==> src/design/ecgf_pkg.sv <==
// Shared types, constants and the low-pass coefficient table of the ECG filter.
// No dependencies; used by the controller, datapath and interfaces.
package ecgf_pkg;

  // Widths of the channel fields
  localparam int STATUS_W   = 24;
  localparam int ECG_W      = 24;
  localparam int TIME_W     = 32;
  localparam int SAMPLE_W   = 16;
  localparam int CFG_IDX_W  = 2;
  localparam int CFG_DATA_W = 16;

  // FIR geometry: the newest input sits in a register, the rest in a ring buffer
  localparam int TAPS       = 161;
  localparam int HIST_DEPTH = TAPS - 1;
  localparam int HIST_AW    = $clog2(HIST_DEPTH);
  localparam int TAP_W      = $clog2(TAPS + 1);
  localparam int COEFF_MID  = (TAPS - 1) / 2;
  localparam int ACC_W      = 32;

  // Lead-off flags are status bits 19..15
  localparam logic [STATUS_W-1:0] LEAD_OFF_MASK = 24'h0f8000;

  // Register reset values
  localparam logic [CFG_DATA_W-1:0] THRESHOLD_RESET  = 16'd9;
  localparam logic [CFG_DATA_W-1:0] REFRACTORY_RESET = 16'd400;

  // DC scale by 0.992 = 124/125: t = d - ceil(d/125) toward zero.
  // ceil(a/125) = ((a + 124) * 67109) >> 23, exact for a below 2^18.
  localparam logic [16:0] DC_ROUND = 17'd124;
  localparam logic [16:0] DC_RECIP = 17'd67109;
  localparam int          DC_SHIFT = 23;

  // Configuration register indexes
  typedef enum logic [CFG_IDX_W-1:0] {
    CFG_BEAT_THRESHOLD = 2'd0,
    CFG_REFRACTORY_MS  = 2'd1
  } cfg_index_t;

  // Controller to datapath commands
  typedef struct packed {
    logic load;         // capture the frame
    logic dc_scale;     // scale previous DC value by 0.992
    logic dc_update;    // finish DC removal, arm the MAC
    logic mac_run;      // step the tap pipeline
    logic fir_finish;   // saturate, shift, push history
    logic result_load;  // beat test and result register load
  } ecgf_cmd_t;

  // Datapath to controller status
  typedef struct packed {
    logic lead_off;     // frame on the input port has a lead-off flag
    logic mac_done;     // all taps accumulated
  } ecgf_sts_t;

  // Symmetric 161-tap Q15 low-pass; fold the index onto the first half
  function automatic logic signed [SAMPLE_W-1:0] lp_coeff(input logic [TAP_W-1:0] k);
    logic [TAP_W-1:0] f;
    f = (k > TAP_W'(COEFF_MID)) ? (TAP_W'(TAPS - 1) - k) : k;
    case (f)
      0:  lp_coeff = -16'sd72;
      1:  lp_coeff = 16'sd122;
      2:  lp_coeff = -16'sd31;
      3:  lp_coeff = -16'sd99;
      4:  lp_coeff = 16'sd117;
      5:  lp_coeff = 16'sd0;
      6:  lp_coeff = -16'sd121;
      7:  lp_coeff = 16'sd105;
      8:  lp_coeff = 16'sd34;
      9:  lp_coeff = -16'sd137;
      10: lp_coeff = 16'sd84;
      11: lp_coeff = 16'sd70;
      12: lp_coeff = -16'sd146;
      13: lp_coeff = 16'sd55;
      14: lp_coeff = 16'sd104;
      15: lp_coeff = -16'sd147;
      16: lp_coeff = 16'sd20;
      17: lp_coeff = 16'sd135;
      18: lp_coeff = -16'sd137;
      19: lp_coeff = -16'sd21;
      20: lp_coeff = 16'sd160;
      21: lp_coeff = -16'sd117;
      22: lp_coeff = -16'sd64;
      23: lp_coeff = 16'sd177;
      24: lp_coeff = -16'sd87;
      25: lp_coeff = -16'sd108;
      26: lp_coeff = 16'sd185;
      27: lp_coeff = -16'sd48;
      28: lp_coeff = -16'sd151;
      29: lp_coeff = 16'sd181;
      30: lp_coeff = 16'sd0;
      31: lp_coeff = -16'sd188;
      32: lp_coeff = 16'sd164;
      33: lp_coeff = 16'sd54;
      34: lp_coeff = -16'sd218;
      35: lp_coeff = 16'sd134;
      36: lp_coeff = 16'sd112;
      37: lp_coeff = -16'sd238;
      38: lp_coeff = 16'sd90;
      39: lp_coeff = 16'sd171;
      40: lp_coeff = -16'sd244;
      41: lp_coeff = 16'sd33;
      42: lp_coeff = 16'sd229;
      43: lp_coeff = -16'sd235;
      44: lp_coeff = -16'sd36;
      45: lp_coeff = 16'sd280;
      46: lp_coeff = -16'sd208;
      47: lp_coeff = -16'sd115;
      48: lp_coeff = 16'sd322;
      49: lp_coeff = -16'sd161;
      50: lp_coeff = -16'sd203;
      51: lp_coeff = 16'sd350;
      52: lp_coeff = -16'sd92;
      53: lp_coeff = -16'sd296;
      54: lp_coeff = 16'sd361;
      55: lp_coeff = 16'sd0;
      56: lp_coeff = -16'sd391;
      57: lp_coeff = 16'sd348;
      58: lp_coeff = 16'sd117;
      59: lp_coeff = -16'sd486;
      60: lp_coeff = 16'sd305;
      61: lp_coeff = 16'sd264;
      62: lp_coeff = -16'sd577;
      63: lp_coeff = 16'sd225;
      64: lp_coeff = 16'sd445;
      65: lp_coeff = -16'sd660;
      66: lp_coeff = 16'sd93;
      67: lp_coeff = 16'sd676;
      68: lp_coeff = -16'sd733;
      69: lp_coeff = -16'sd119;
      70: lp_coeff = 16'sd991;
      71: lp_coeff = -16'sd793;
      72: lp_coeff = -16'sd480;
      73: lp_coeff = 16'sd1486;
      74: lp_coeff = -16'sd837;
      75: lp_coeff = -16'sd1226;
      76: lp_coeff = 16'sd2561;
      77: lp_coeff = -16'sd865;
      78: lp_coeff = -16'sd4018;
      79: lp_coeff = 16'sd9438;
      80: lp_coeff = 16'sd20972;
      default: lp_coeff = 16'sd0;
    endcase
  endfunction

endpackage

==> src/design/ecgf_if.sv <==
// Valid/ready channel interfaces of the ECG filter: frames, results, register writes.
// Depends on ecgf_pkg for field widths.
interface ecgf_frame_if;
  logic                                 valid;
  logic                                 ready;
  logic [ecgf_pkg::STATUS_W-1:0]        status_word;
  logic signed [ecgf_pkg::ECG_W-1:0]    ecg_sample;
  logic [ecgf_pkg::TIME_W-1:0]          time_ms;

  modport source (output valid, status_word, ecg_sample, time_ms, input ready);
  modport sink   (input valid, status_word, ecg_sample, time_ms, output ready);
endinterface

interface ecgf_result_if;
  logic                                 valid;
  logic                                 ready;
  logic signed [ecgf_pkg::SAMPLE_W-1:0] filtered_sample;
  logic [ecgf_pkg::SAMPLE_W-1:0]        beat_interval_ms;
  logic                                 lead_off;

  modport source (output valid, filtered_sample, beat_interval_ms, lead_off, input ready);
  modport sink   (input valid, filtered_sample, beat_interval_ms, lead_off, output ready);
endinterface

interface ecgf_cfg_if;
  logic                                 valid;
  logic                                 ready;
  logic [ecgf_pkg::CFG_IDX_W-1:0]       index;
  logic [ecgf_pkg::CFG_DATA_W-1:0]      data;

  modport source (output valid, index, data, input ready);
  modport sink   (input valid, index, data, output ready);
endinterface

==> src/design/ecg_filter_beat_detect_top.sv <==
// Top level of the ECG filter and beat detector.
// Depends on ecgf_pkg, the channel interfaces, ecgf_ctrl and ecgf_datapath.
//
// Usage:
//   frame  : one converter frame per request (status word, 24-bit sample, ms time).
//   result : one request per frame (filtered Q15 sample, last beat interval,
//            lead-off flag).
//   cfg    : register writes (0 beat threshold, 1 refractory ms); always ready,
//            write only while no frame is in flight. Other indexes are dropped.
// Sequencing:
//   A frame with a clean lead passes DC removal, then the low-pass FIR; the
//   161 taps of the low-pass FIR share one multiplier and one history memory
//   read port, one tap per cycle, then the tap pipeline drains.
//   A lead-off frame skips the filter and gives a zero result.
//   One frame is processed at a time; the next frame is accepted once the
//   previous result sits in the output register.
// Reset (synchronous, rst high): filter history reads as zero, DC state, beat
//   time and interval clear, registers return to threshold 9 and 400 ms.
// Stall: a result held by the receiver blocks only the next result; the
//   following frame is still accepted and computed, then waits.
module ecg_filter_beat_detect_top #(
  parameter int SLOPE_LAG = 3
) (
  input  logic          clk,
  input  logic          rst,
  ecgf_frame_if.sink    frame,
  ecgf_result_if.source result,
  ecgf_cfg_if.sink      cfg
);

  ecgf_pkg::ecgf_cmd_t cmd;
  ecgf_pkg::ecgf_sts_t sts;

  // Register writes are always taken
  assign cfg.ready = 1'b1;

  ecgf_ctrl u_ecgf_ctrl (
    .clk          (clk),
    .rst          (rst),
    .frame_valid  (frame.valid),
    .frame_ready  (frame.ready),
    .result_valid (result.valid),
    .result_ready (result.ready),
    .cmd          (cmd),
    .sts          (sts)
  );

  ecgf_datapath #(
    .SLOPE_LAG (SLOPE_LAG)
  ) u_ecgf_datapath (
    .clk              (clk),
    .rst              (rst),
    .cmd              (cmd),
    .sts              (sts),
    .status_word      (frame.status_word),
    .ecg_sample       (frame.ecg_sample),
    .time_ms          (frame.time_ms),
    .cfg_we           (cfg.valid),
    .cfg_index        (cfg.index),
    .cfg_data         (cfg.data),
    .filtered_sample  (result.filtered_sample),
    .beat_interval_ms (result.beat_interval_ms),
    .lead_off         (result.lead_off)
  );

endmodule

==> src/design/ecgf_datapath.sv <==
// Datapath of the ECG filter: DC removal, shared-multiplier FIR, beat detection.
// Depends on ecgf_pkg; driven by ecgf_ctrl through ecgf_cmd_t.
module ecgf_datapath #(
  parameter int SLOPE_LAG = 3
) (
  input  logic                                 clk,
  input  logic                                 rst,
  input  ecgf_pkg::ecgf_cmd_t                  cmd,
  output ecgf_pkg::ecgf_sts_t                  sts,
  input  logic [ecgf_pkg::STATUS_W-1:0]        status_word,
  input  logic signed [ecgf_pkg::ECG_W-1:0]    ecg_sample,
  input  logic [ecgf_pkg::TIME_W-1:0]          time_ms,
  input  logic                                 cfg_we,
  input  logic [ecgf_pkg::CFG_IDX_W-1:0]       cfg_index,
  input  logic [ecgf_pkg::CFG_DATA_W-1:0]      cfg_data,
  output logic signed [ecgf_pkg::SAMPLE_W-1:0] filtered_sample,
  output logic [ecgf_pkg::SAMPLE_W-1:0]        beat_interval_ms,
  output logic                                 lead_off
);

  localparam int SW = ecgf_pkg::SAMPLE_W;
  localparam int AW = ecgf_pkg::HIST_AW;
  localparam int TW = ecgf_pkg::TAP_W;
  localparam int CW = ecgf_pkg::ACC_W;

  // Configuration registers
  logic [ecgf_pkg::CFG_DATA_W-1:0] thr;
  logic [ecgf_pkg::CFG_DATA_W-1:0] refr;

  // Frame capture
  logic                            frame_off;
  logic signed [SW-1:0]            x_cur;
  logic [ecgf_pkg::TIME_W-1:0]     time_cur;

  // DC removal state
  logic signed [SW-1:0]            prev_x;
  logic signed [SW-1:0]            prev_dc;
  logic signed [SW-1:0]            t_scaled;
  logic signed [SW-1:0]            fir_in;
  logic [16:0]                     dc_mag;
  logic [16:0]                     dc_num;
  logic [33:0]                     dc_prod;
  logic signed [SW-1:0]            dc_quo;
  logic signed [SW-1:0]            dc_t;
  logic signed [SW-1:0]            dc_new;

  // FIR history ring and tap pipeline
  logic signed [SW-1:0]            hist_mem [ecgf_pkg::HIST_DEPTH];
  logic [AW-1:0]                   wptr;
  logic [AW-1:0]                   rptr;
  logic [TW-1:0]                   fill;
  logic [TW-1:0]                   tap;
  logic                            a_vld;
  logic [TW-1:0]                   a_tap;
  logic signed [SW-1:0]            rd_data;
  logic                            b_vld;
  logic signed [CW-1:0]            prod;
  logic signed [CW-1:0]            acc;
  logic signed [SW-1:0]            mac_opnd;
  logic signed [CW-1:0]            mac_prod;
  logic signed [SW-1:0]            y_sat;
  logic signed [SW-1:0]            y;

  // Beat detection
  logic signed [SW-1:0]            recent [SLOPE_LAG];
  logic [ecgf_pkg::TIME_W-1:0]     last_time;
  logic [SW-1:0]                   interval;
  logic signed [SW+1:0]            slope;
  logic signed [SW+1:0]            thr_ext;
  logic [ecgf_pkg::TIME_W-1:0]     elapsed;
  logic                            beat_hit;
  logic [SW-1:0]                   interval_next;

  // Status back to the controller
  assign sts.lead_off = |(status_word & ecgf_pkg::LEAD_OFF_MASK);
  assign sts.mac_done = (tap == TW'(ecgf_pkg::TAPS)) && !a_vld && !b_vld;

  // Scale the previous DC value by 124/125, truncating toward zero
  always_comb begin
    dc_mag  = prev_dc[SW-1] ? (17'd0 - {prev_dc[SW-1], prev_dc}) : {1'b0, prev_dc};
    dc_num  = dc_mag + ecgf_pkg::DC_ROUND;
    dc_prod = 34'(dc_num) * 34'(ecgf_pkg::DC_RECIP);
    dc_quo  = SW'(dc_prod[33:ecgf_pkg::DC_SHIFT]);
    dc_t    = prev_dc[SW-1] ? (prev_dc + dc_quo) : (prev_dc - dc_quo);
    dc_new  = x_cur - prev_x + t_scaled;
  end

  // Select the tap operand: newest input, stored history, or zero before fill
  always_comb begin
    if (a_tap == '0) begin
      mac_opnd = fir_in;
    end else if (a_tap <= fill) begin
      mac_opnd = rd_data;
    end else begin
      mac_opnd = '0;
    end
    mac_prod = CW'(ecgf_pkg::lp_coeff(a_tap)) * CW'(mac_opnd);
  end

  // Saturate to [-2^30, 2^30-1] and drop 15 fraction bits
  always_comb begin
    case (acc[CW-1:CW-2])
      2'b01:   y_sat = {1'b0, {(SW-1){1'b1}}};
      2'b10:   y_sat = {1'b1, {(SW-1){1'b0}}};
      default: y_sat = acc[CW-2:CW-2-SW+1];
    endcase
  end

  // Slope over SLOPE_LAG outputs and refractory check
  always_comb begin
    slope         = (SW+2)'(y) - (SW+2)'(recent[SLOPE_LAG-1]);
    thr_ext       = signed'({2'b00, thr});
    elapsed       = time_cur - last_time;
    beat_hit      = (slope > thr_ext) && (elapsed > {16'd0, refr});
    interval_next = beat_hit ? elapsed[SW-1:0] : interval;
  end

  // Configuration writes; unknown indexes are dropped
  always_ff @(posedge clk) begin
    if (rst) begin
      thr  <= ecgf_pkg::THRESHOLD_RESET;
      refr <= ecgf_pkg::REFRACTORY_RESET;
    end else if (cfg_we) begin
      case (cfg_index)
        ecgf_pkg::CFG_BEAT_THRESHOLD: thr  <= cfg_data;
        ecgf_pkg::CFG_REFRACTORY_MS:  refr <= cfg_data;
        default: ;
      endcase
    end
  end

  // Filter and detector state with reset values
  always_ff @(posedge clk) begin
    if (rst) begin
      prev_x    <= '0;
      prev_dc   <= '0;
      wptr      <= '0;
      fill      <= '0;
      tap       <= TW'(ecgf_pkg::TAPS);
      a_vld     <= 1'b0;
      b_vld     <= 1'b0;
      last_time <= '0;
      interval  <= '0;
      for (int i = 0; i < SLOPE_LAG; i++) recent[i] <= '0;
    end else begin
      // Close DC removal and arm the tap sequence
      if (cmd.dc_update) begin
        prev_dc <= dc_new;
        prev_x  <= x_cur;
        tap     <= '0;
        a_vld   <= 1'b0;
        b_vld   <= 1'b0;
      end
      // Advance the tap pipeline: issue, multiply, accumulate
      if (cmd.mac_run) begin
        if (tap < TW'(ecgf_pkg::TAPS)) begin
          a_vld <= 1'b1;
          tap   <= tap + 1'b1;
        end else begin
          a_vld <= 1'b0;
        end
        b_vld <= a_vld;
      end
      // Push the new FIR input into the ring
      if (cmd.fir_finish) begin
        wptr <= (wptr == AW'(ecgf_pkg::HIST_DEPTH - 1)) ? '0 : wptr + 1'b1;
        if (fill != TW'(ecgf_pkg::HIST_DEPTH)) fill <= fill + 1'b1;
      end
      // Shift the output history and record an accepted beat
      if (cmd.result_load) begin
        recent[0] <= y;
        for (int i = 1; i < SLOPE_LAG; i++) recent[i] <= recent[i-1];
        interval <= interval_next;
        if (beat_hit) last_time <= time_cur;
      end
    end
  end

  // Payload registers
  always_ff @(posedge clk) begin
    if (cmd.load) begin
      frame_off <= sts.lead_off;
      x_cur     <= ecg_sample[ecgf_pkg::ECG_W-1 -: SW];
      time_cur  <= time_ms;
      if (sts.lead_off) y <= '0;
    end
    if (cmd.dc_scale) t_scaled <= dc_t;
    if (cmd.dc_update) begin
      fir_in <= dc_new >>> 2;
      acc    <= '0;
      rptr   <= (wptr == '0) ? AW'(ecgf_pkg::HIST_DEPTH - 1) : wptr - 1'b1;
    end
    if (cmd.mac_run) begin
      if (tap < TW'(ecgf_pkg::TAPS)) begin
        a_tap <= tap;
        if (tap != '0) begin
          rptr <= (rptr == '0) ? AW'(ecgf_pkg::HIST_DEPTH - 1) : rptr - 1'b1;
        end
      end
      if (a_vld) prod <= mac_prod;
      if (b_vld) acc <= acc + prod;
    end
    if (cmd.fir_finish) y <= y_sat;
    if (cmd.result_load) begin
      filtered_sample  <= y;
      beat_interval_ms <= interval_next;
      lead_off         <= frame_off;
    end
  end

  // History memory: one write, one registered read
  always_ff @(posedge clk) begin
    if (cmd.fir_finish) hist_mem[wptr] <= fir_in;
    rd_data <= hist_mem[rptr];
  end

endmodule

==> src/design/ecgf_ctrl.sv <==
// Sequencing controller of the ECG filter: frame handshake, phases, result register.
// Depends on ecgf_pkg for the command and status structs.
module ecgf_ctrl (
  input  logic                clk,
  input  logic                rst,
  input  logic                frame_valid,
  output logic                frame_ready,
  output logic                result_valid,
  input  logic                result_ready,
  output ecgf_pkg::ecgf_cmd_t cmd,
  input  ecgf_pkg::ecgf_sts_t sts
);

  typedef enum logic [2:0] {
    S_IDLE,
    S_SCALE,
    S_DC,
    S_MAC,
    S_FIR,
    S_BEAT
  } state_t;

  state_t state;
  state_t state_next;

  // Take a frame only between items
  assign frame_ready = (state == S_IDLE);

  // Hold state and the result valid flag
  always_ff @(posedge clk) begin
    if (rst) begin
      state        <= S_IDLE;
      result_valid <= 1'b0;
    end else begin
      state <= state_next;
      if (cmd.result_load) begin
        result_valid <= 1'b1;
      end else if (result_ready) begin
        result_valid <= 1'b0;
      end
    end
  end

  // Decode phase commands and advance
  always_comb begin
    cmd        = '0;
    state_next = state;
    case (state)
      S_IDLE: begin
        if (frame_valid) begin
          cmd.load   = 1'b1;
          state_next = sts.lead_off ? S_BEAT : S_SCALE;
        end
      end
      S_SCALE: begin
        cmd.dc_scale = 1'b1;
        state_next   = S_DC;
      end
      S_DC: begin
        cmd.dc_update = 1'b1;
        state_next    = S_MAC;
      end
      S_MAC: begin
        cmd.mac_run = 1'b1;
        if (sts.mac_done) state_next = S_FIR;
      end
      S_FIR: begin
        cmd.fir_finish = 1'b1;
        state_next     = S_BEAT;
      end
      S_BEAT: begin
        // Wait for the result register to drain
        if (!result_valid || result_ready) begin
          cmd.result_load = 1'b1;
          state_next      = S_IDLE;
        end
      end
      default: state_next = S_IDLE;
    endcase
  end

endmodule

==> src/flat_wrapper.sv <==
// flat-port wrapper written by rule: the top's interface ports become plain ports
module ecg_filter_beat_detect_top_flat 
#(
  parameter int SLOPE_LAG = 3
)
  (clk, rst, frame_valid, frame_status_word, frame_ecg_sample, frame_time_ms, frame_ready, result_valid, result_filtered_sample, result_beat_interval_ms, result_lead_off, result_ready, cfg_valid, cfg_index, cfg_data, cfg_ready);
  ecgf_frame_if frame_i ();
  ecgf_result_if result_i ();
  ecgf_cfg_if cfg_i ();
  input  logic clk;
  input  logic rst;
  input wire logic [$bits(frame_i.valid)-1:0] frame_valid;
  input wire logic [$bits(frame_i.status_word)-1:0] frame_status_word;
  input wire logic [$bits(frame_i.ecg_sample)-1:0] frame_ecg_sample;
  input wire logic [$bits(frame_i.time_ms)-1:0] frame_time_ms;
  output wire logic [$bits(frame_i.ready)-1:0] frame_ready;
  output wire logic [$bits(result_i.valid)-1:0] result_valid;
  output wire logic [$bits(result_i.filtered_sample)-1:0] result_filtered_sample;
  output wire logic [$bits(result_i.beat_interval_ms)-1:0] result_beat_interval_ms;
  output wire logic [$bits(result_i.lead_off)-1:0] result_lead_off;
  input wire logic [$bits(result_i.ready)-1:0] result_ready;
  input wire logic [$bits(cfg_i.valid)-1:0] cfg_valid;
  input wire logic [$bits(cfg_i.index)-1:0] cfg_index;
  input wire logic [$bits(cfg_i.data)-1:0] cfg_data;
  output wire logic [$bits(cfg_i.ready)-1:0] cfg_ready;
  assign frame_i.valid = frame_valid;
  assign frame_i.status_word = frame_status_word;
  assign frame_i.ecg_sample = frame_ecg_sample;
  assign frame_i.time_ms = frame_time_ms;
  assign frame_ready = frame_i.ready;
  assign result_valid = result_i.valid;
  assign result_filtered_sample = result_i.filtered_sample;
  assign result_beat_interval_ms = result_i.beat_interval_ms;
  assign result_lead_off = result_i.lead_off;
  assign result_i.ready = result_ready;
  assign cfg_i.valid = cfg_valid;
  assign cfg_i.index = cfg_index;
  assign cfg_i.data = cfg_data;
  assign cfg_ready = cfg_i.ready;
  ecg_filter_beat_detect_top #(.SLOPE_LAG(SLOPE_LAG)) u_core (.clk(clk), .rst(rst), .frame(frame_i), .result(result_i), .cfg(cfg_i));
endmodule
==> config.mk <==
export PLATFORM = sky130hd
export DESIGN_NAME = ecg_filter_beat_detect_top_flat
export DESIGN_NICKNAME = d
export VERILOG_FILES = /design/src/design/ecgf_pkg.sv /design/src/design/ecgf_if.sv /design/src/design/ecg_filter_beat_detect_top.sv /design/src/design/ecgf_datapath.sv /design/src/design/ecgf_ctrl.sv /design/src/flat_wrapper.sv
export SDC_FILE = /design/constraint.sdc
export NUM_CORES = 2
export LEC_CHECK = 0
export BUFFER_PORTS_ARGS = -buffer_cell sky130_fd_sc_hd__buf_2
export CAP_MARGIN = 5
export CORE_MARGIN = 8
export CORE_UTILIZATION = 25
export DETAILED_ROUTE_END_ITERATION = 12
export GPL_TIMING_DRIVEN = 0
export HOLD_SLACK_MARGIN = 0.03
export PLACE_DENSITY = 0.49
export SYNTH_ARGS = -nofsm -noshare
export SYNTH_HDL_FRONTEND = slang
export SYNTH_MEMORY_MAX_BITS = 65536
export SYNTH_SLANG_ARGS = --single-unit
==> constraint.sdc <==
create_clock -name clk -period 30.3 [get_ports clk]
set_input_delay 1.515 -clock clk [delete_from_list [all_inputs] [get_ports clk]]
set_output_delay 1.515 -clock clk [all_outputs]
set_load 0.05 [all_outputs]
==> flow_metrics.tcl <==
set metrics [dict create \
    status "complete, but fails checks" \
    violations "capacitance limit, slew limit" \
    cts_tree "done" \
    synth_area_mm2 0.123 \
    async_reset_ff_share_pct 0 \
    cts_resized 0 \
    tightest_slew_ps 1540 \
    area_growth_pct 19.2 \
    dieWidth_um 719 \
    netlist.area_leader.share_pct 59.8 \
    drive_above_1_share_pct 18.1 \
    drc 0 \
    slew_viol_final 44 \
    multiInputGateArea_mm2 0.0424 \
    power.total_mw 13.9 \
    n_fill_cell 48800 \
    hold_path.class "reg2reg" \
    clock_path_buffers 4 \
    cp.arrival_ps 13030 \
    startpoint_type "register" \
    slew-limit-headroom_pct -2.93 \
    grt_overflow 0 \
    detail_route.wl_per_cell_um 29.0 \
    p_leak_nw 51.1 \
    cap_viol_max_count 5 \
    rsz0062_at_grt "false" \
    mostFrequentLayoutCells "edfxtp_1 (2456), inv_1 (591), nand2_1 (500)" \
    max_stage_delay_ps 1020 \
    path_buf_inv 7 \
    die_h_um 719 \
    synth-seq-cells 2652 \
    final_area_mm2 0.147 \
    routabilityCongestion 0.964 \
    hpwl_um 329000 \
    grt_start_max_net_pins 41 \
    ff_latch_area_mm2 0.0777 \
    power.density_mw_per_mm2 94.8 \
    nets 9567 \
    post_cts_buffers 0 \
    cp_top_family "compound AO/OA/AOI/OAI gates" \
    layout_min_cycle_time_ps 12450 \
    max_freq_mhz 80.3 \
    yosysUniqueCellTypes 88 \
    start_util_pct 25.1 \
    synth.yosys.seq_area_share_pct 62.9 \
    grt_pass1_wl_um 616000 \
    crit_cells 33 \
    startpoint "u_core.u_ecgf_datapath.a_tap[0]$_DFFE_PP_" \
    postSynthAreaPerCell_um2 15.3 \
    rows 258 \
    synth-edff-count 2456 \
    worst_skew_pair.late_latency_ps 920 \
    io_pins 139 \
    first_iter_violations 9394 \
    synthTopCellsByArea "edfxtp_1 (60%), mux4_2 (8.9%), fa_1 (5.2%)" \
    reg2regPathDepth 33 \
    drtAntennaViolNets 0 \
    grt_usage_pct 16.7 \
    cts_buffers 278 \
    cp_data_required_time_ps 30890 \
    finalHoldViolations 0 \
    crit_fanout 12 \
    cts.clk_slew.worst_paths_ps 60 \
    r2r_start "u_core.u_ecgf_datapath.a_tap[0]$_DFFE_PP_" \
    grt_pass1_vias 76800 \
    path_class "reg2reg" \
    end_kind "register" \
    clockRootBuffer "clkbuf_16" \
    final_common_cell "edfxtp_1" \
    fin_skew_ps 128 \
    postCtsHoldBufs 0 \
    die_area_mm2 0.516 \
    netlist_instances 8080 \
    antenna_found_initial 34 \
    place_area_mm2 0.138 \
    min_period_over_period_pct 41.1 \
    reg2reg_slack_ps 17850 \
    ys.flop_type "edfxtp_1" \
    yosysTopAreaCell "edfxtp_1" \
    worstReg2RegEnd "u_core.u_ecgf_datapath.prod[31]$_DFFE_PP_" \
    core_area_mm2 0.493 \
    cts_sinks 2652 \
    setup_viol 0 \
    cts-htree-levels 5 \
    cp_slowest_cell "a21oi_1" \
    crit_end "u_core.u_ecgf_datapath.prod[31]$_DFFE_PP_" \
    finalSetupTns_ps 0 \
    vdd_drop_max_mv 0.0841 \
    port_buffers 109 \
    cpMostUsedCell "fa_1" \
    ys_warn_count 0 \
    routed_via_density 4.98 \
    via_count 77000 \
    finalWirelength_um 450000 \
    drt_pass1_iterations 6 \
]
-- worst min-delay path by stage --
stage	startpoint	to	slack [ps]	cells past startpoint
final	u_core.u_ecgf_datapath.frame_off$_DFFE_PP_	u_core.u_ecgf_datapath.lead_off$_DFFE_PP_	420	0
after global routing	u_core.u_ecgf_datapath.frame_off$_DFFE_PP_	u_core.u_ecgf_datapath.lead_off$_DFFE_PP_	440	0
after CTS	u_core.u_ecgf_datapath.frame_off$_DFFE_PP_	u_core.u_ecgf_datapath.lead_off$_DFFE_PP_	420	0
after detailed placement	u_core.u_ecgf_datapath.frame_off$_DFFE_PP_	u_core.u_ecgf_datapath.lead_off$_DFFE_PP_	420	0
after floorplan	u_core.u_ecgf_datapath.frame_off$_DFFE_PP_	u_core.u_ecgf_datapath.lead_off$_DFFE_PP_	400	0
after global placement	u_core.u_ecgf_datapath.frame_off$_DFFE_PP_	u_core.u_ecgf_datapath.lead_off$_DFFE_PP_	410	0
-- flip-flops by register name, summed over array words and instances (netlist names), 14 cells and up --
signal                                   cells
u_core.u_ecgf_datapath.refr                 16
u_core.u_ecgf_datapath.x_cur                16
u_core.u_ecgf_datapath.t_scaled             16
u_core.u_ecgf_datapath.interval             16
u_core.u_ecgf_datapath.acc                  32
u_core.u_ecgf_datapath.recent               48
u_core.u_ecgf_datapath.fir_in               14
u_core.u_ecgf_datapath.thr                  16
u_core.u_ecgf_datapath.y                    16
u_core.u_ecgf_datapath.beat_interval_ms     16
u_core.u_ecgf_datapath.prev_x               16
u_core.u_ecgf_datapath.time_cur             32
u_core.u_ecgf_datapath.rd_data              14
u_core.u_ecgf_datapath.filtered_sample      16
u_core.u_ecgf_datapath.hist_mem           2240
u_core.u_ecgf_datapath.prod                 32
u_core.u_ecgf_datapath.prev_dc              16
u_core.u_ecgf_datapath.last_time            32
-- power breakdown --
part	internal, mW	leakage (nW)	switching, mW
registers	4.33	23.8	0.0707
clock network	1.92	4.27	1.48
logic	2.22	23.1	3.93
-- synthesized netlist by cell type (11+ instances only) --
| master | n |
|---|---|
| a211o_1 | 13 |
| a211oi_1 | 28 |
| a21o_1 | 56 |
| a21oi_1 | 403 |
| a221oi_1 | 34 |
| a22oi_1 | 19 |
| a311oi_1 | 11 |
| a31oi_1 | 33 |
| and2_1 | 81 |
| and3_1 | 22 |
| buf_1 | 59 |
| buf_2 | 67 |
| clkbuf_1 | 260 |
| dfxtp_1 | 196 |
| edfxtp_1 | 2456 |
| fa_1 | 320 |
| ha_1 | 384 |
| inv_1 | 591 |
| mux2i_1 | 324 |
| mux4_2 | 485 |
| nand2_1 | 504 |
| nand2b_1 | 36 |
| nand3_1 | 128 |
| nand3b_1 | 11 |
| nand4_1 | 27 |
| nor2_1 | 448 |
| nor2b_1 | 33 |
| nor3_1 | 104 |
| nor3b_1 | 12 |
| nor4_1 | 19 |
| o211ai_1 | 13 |
| o21a_1 | 38 |
| o21ai_0 | 235 |
| o21bai_1 | 17 |
| o221ai_1 | 137 |
| o22ai_1 | 50 |
| o311ai_0 | 20 |
| o31ai_1 | 17 |
| or2_2 | 19 |
| or3_1 | 24 |
| xnor2_1 | 114 |
| xor2_1 | 72 |
-- cell families (layout without fill, tap and decap cells) --
logic type                 count (synthesis)  count (layout)  share of synthesized area [%]
other                                      2              23                        0.00609
and+or+nand+nor                         1494            1494                           5.48
DFF                                     2652            2652                           62.9
buffers and inverters                    992            1872                           3.12
xor gates and xnor gates                 186             186                           1.32
AOI/OAI and AO/OA                       1231            1231                           6.48
adders and majority gates                704             704                           9.08
muxes                                    819             819                           11.6
-- per-layer routing --
| metal | vias up | part of all wire (%) | GRT usage (%) |
|---|---|---|---|
| met3 | 783 | 9.2 | 4.00 |
| met2 | 3674 | 45 | 26.6 |
| li1 | 32200 | - | - |
| met5 | - | 0.0024 | 0 |
| met4 | 2 | 5.0 | 7.11 |
| met1 | 40400 | 40 | 21.8 |
-- worst register-to-register path: cells and delay by family (launching register included) --
kind            cells  cell delay (ps)
compound gates     12             4400
xor+xnor            1               90
fa+ha+maj           8             3930
buf+inv             7             2080
flops               1              380
mux                 1              290
simple gates        4             1030
-- through the flow --
step           hold WS (ps)  setup slack (ps)  util, %  std cells
6_report                422             17850     29.9      15500
5_1_grt                 438             17520     29.9      15500
4_1_cts                 423             17950     29.8      15500
3_5_place_dp            416             17980     28.1      15000
3_3_place_gp            408             16490     26.8      14700
2_1_floorplan           400             20590        -       8084
-- cell type report --
class / count / area share, %
sequential: 2652 / 52.8
multi-input combinational: 4440 / 28.8
tap: 6500 / 5.53
clock buffer: 353 / 5.03
timing repair buffer: 396 / 4.25
inverter: 595 / 1.52
buffer: 397 / 1.16
clock inverter: 131 / 0.895
antenna: 17 / 0.0289
No activity file was read; power rests on OpenSTA's default activity.
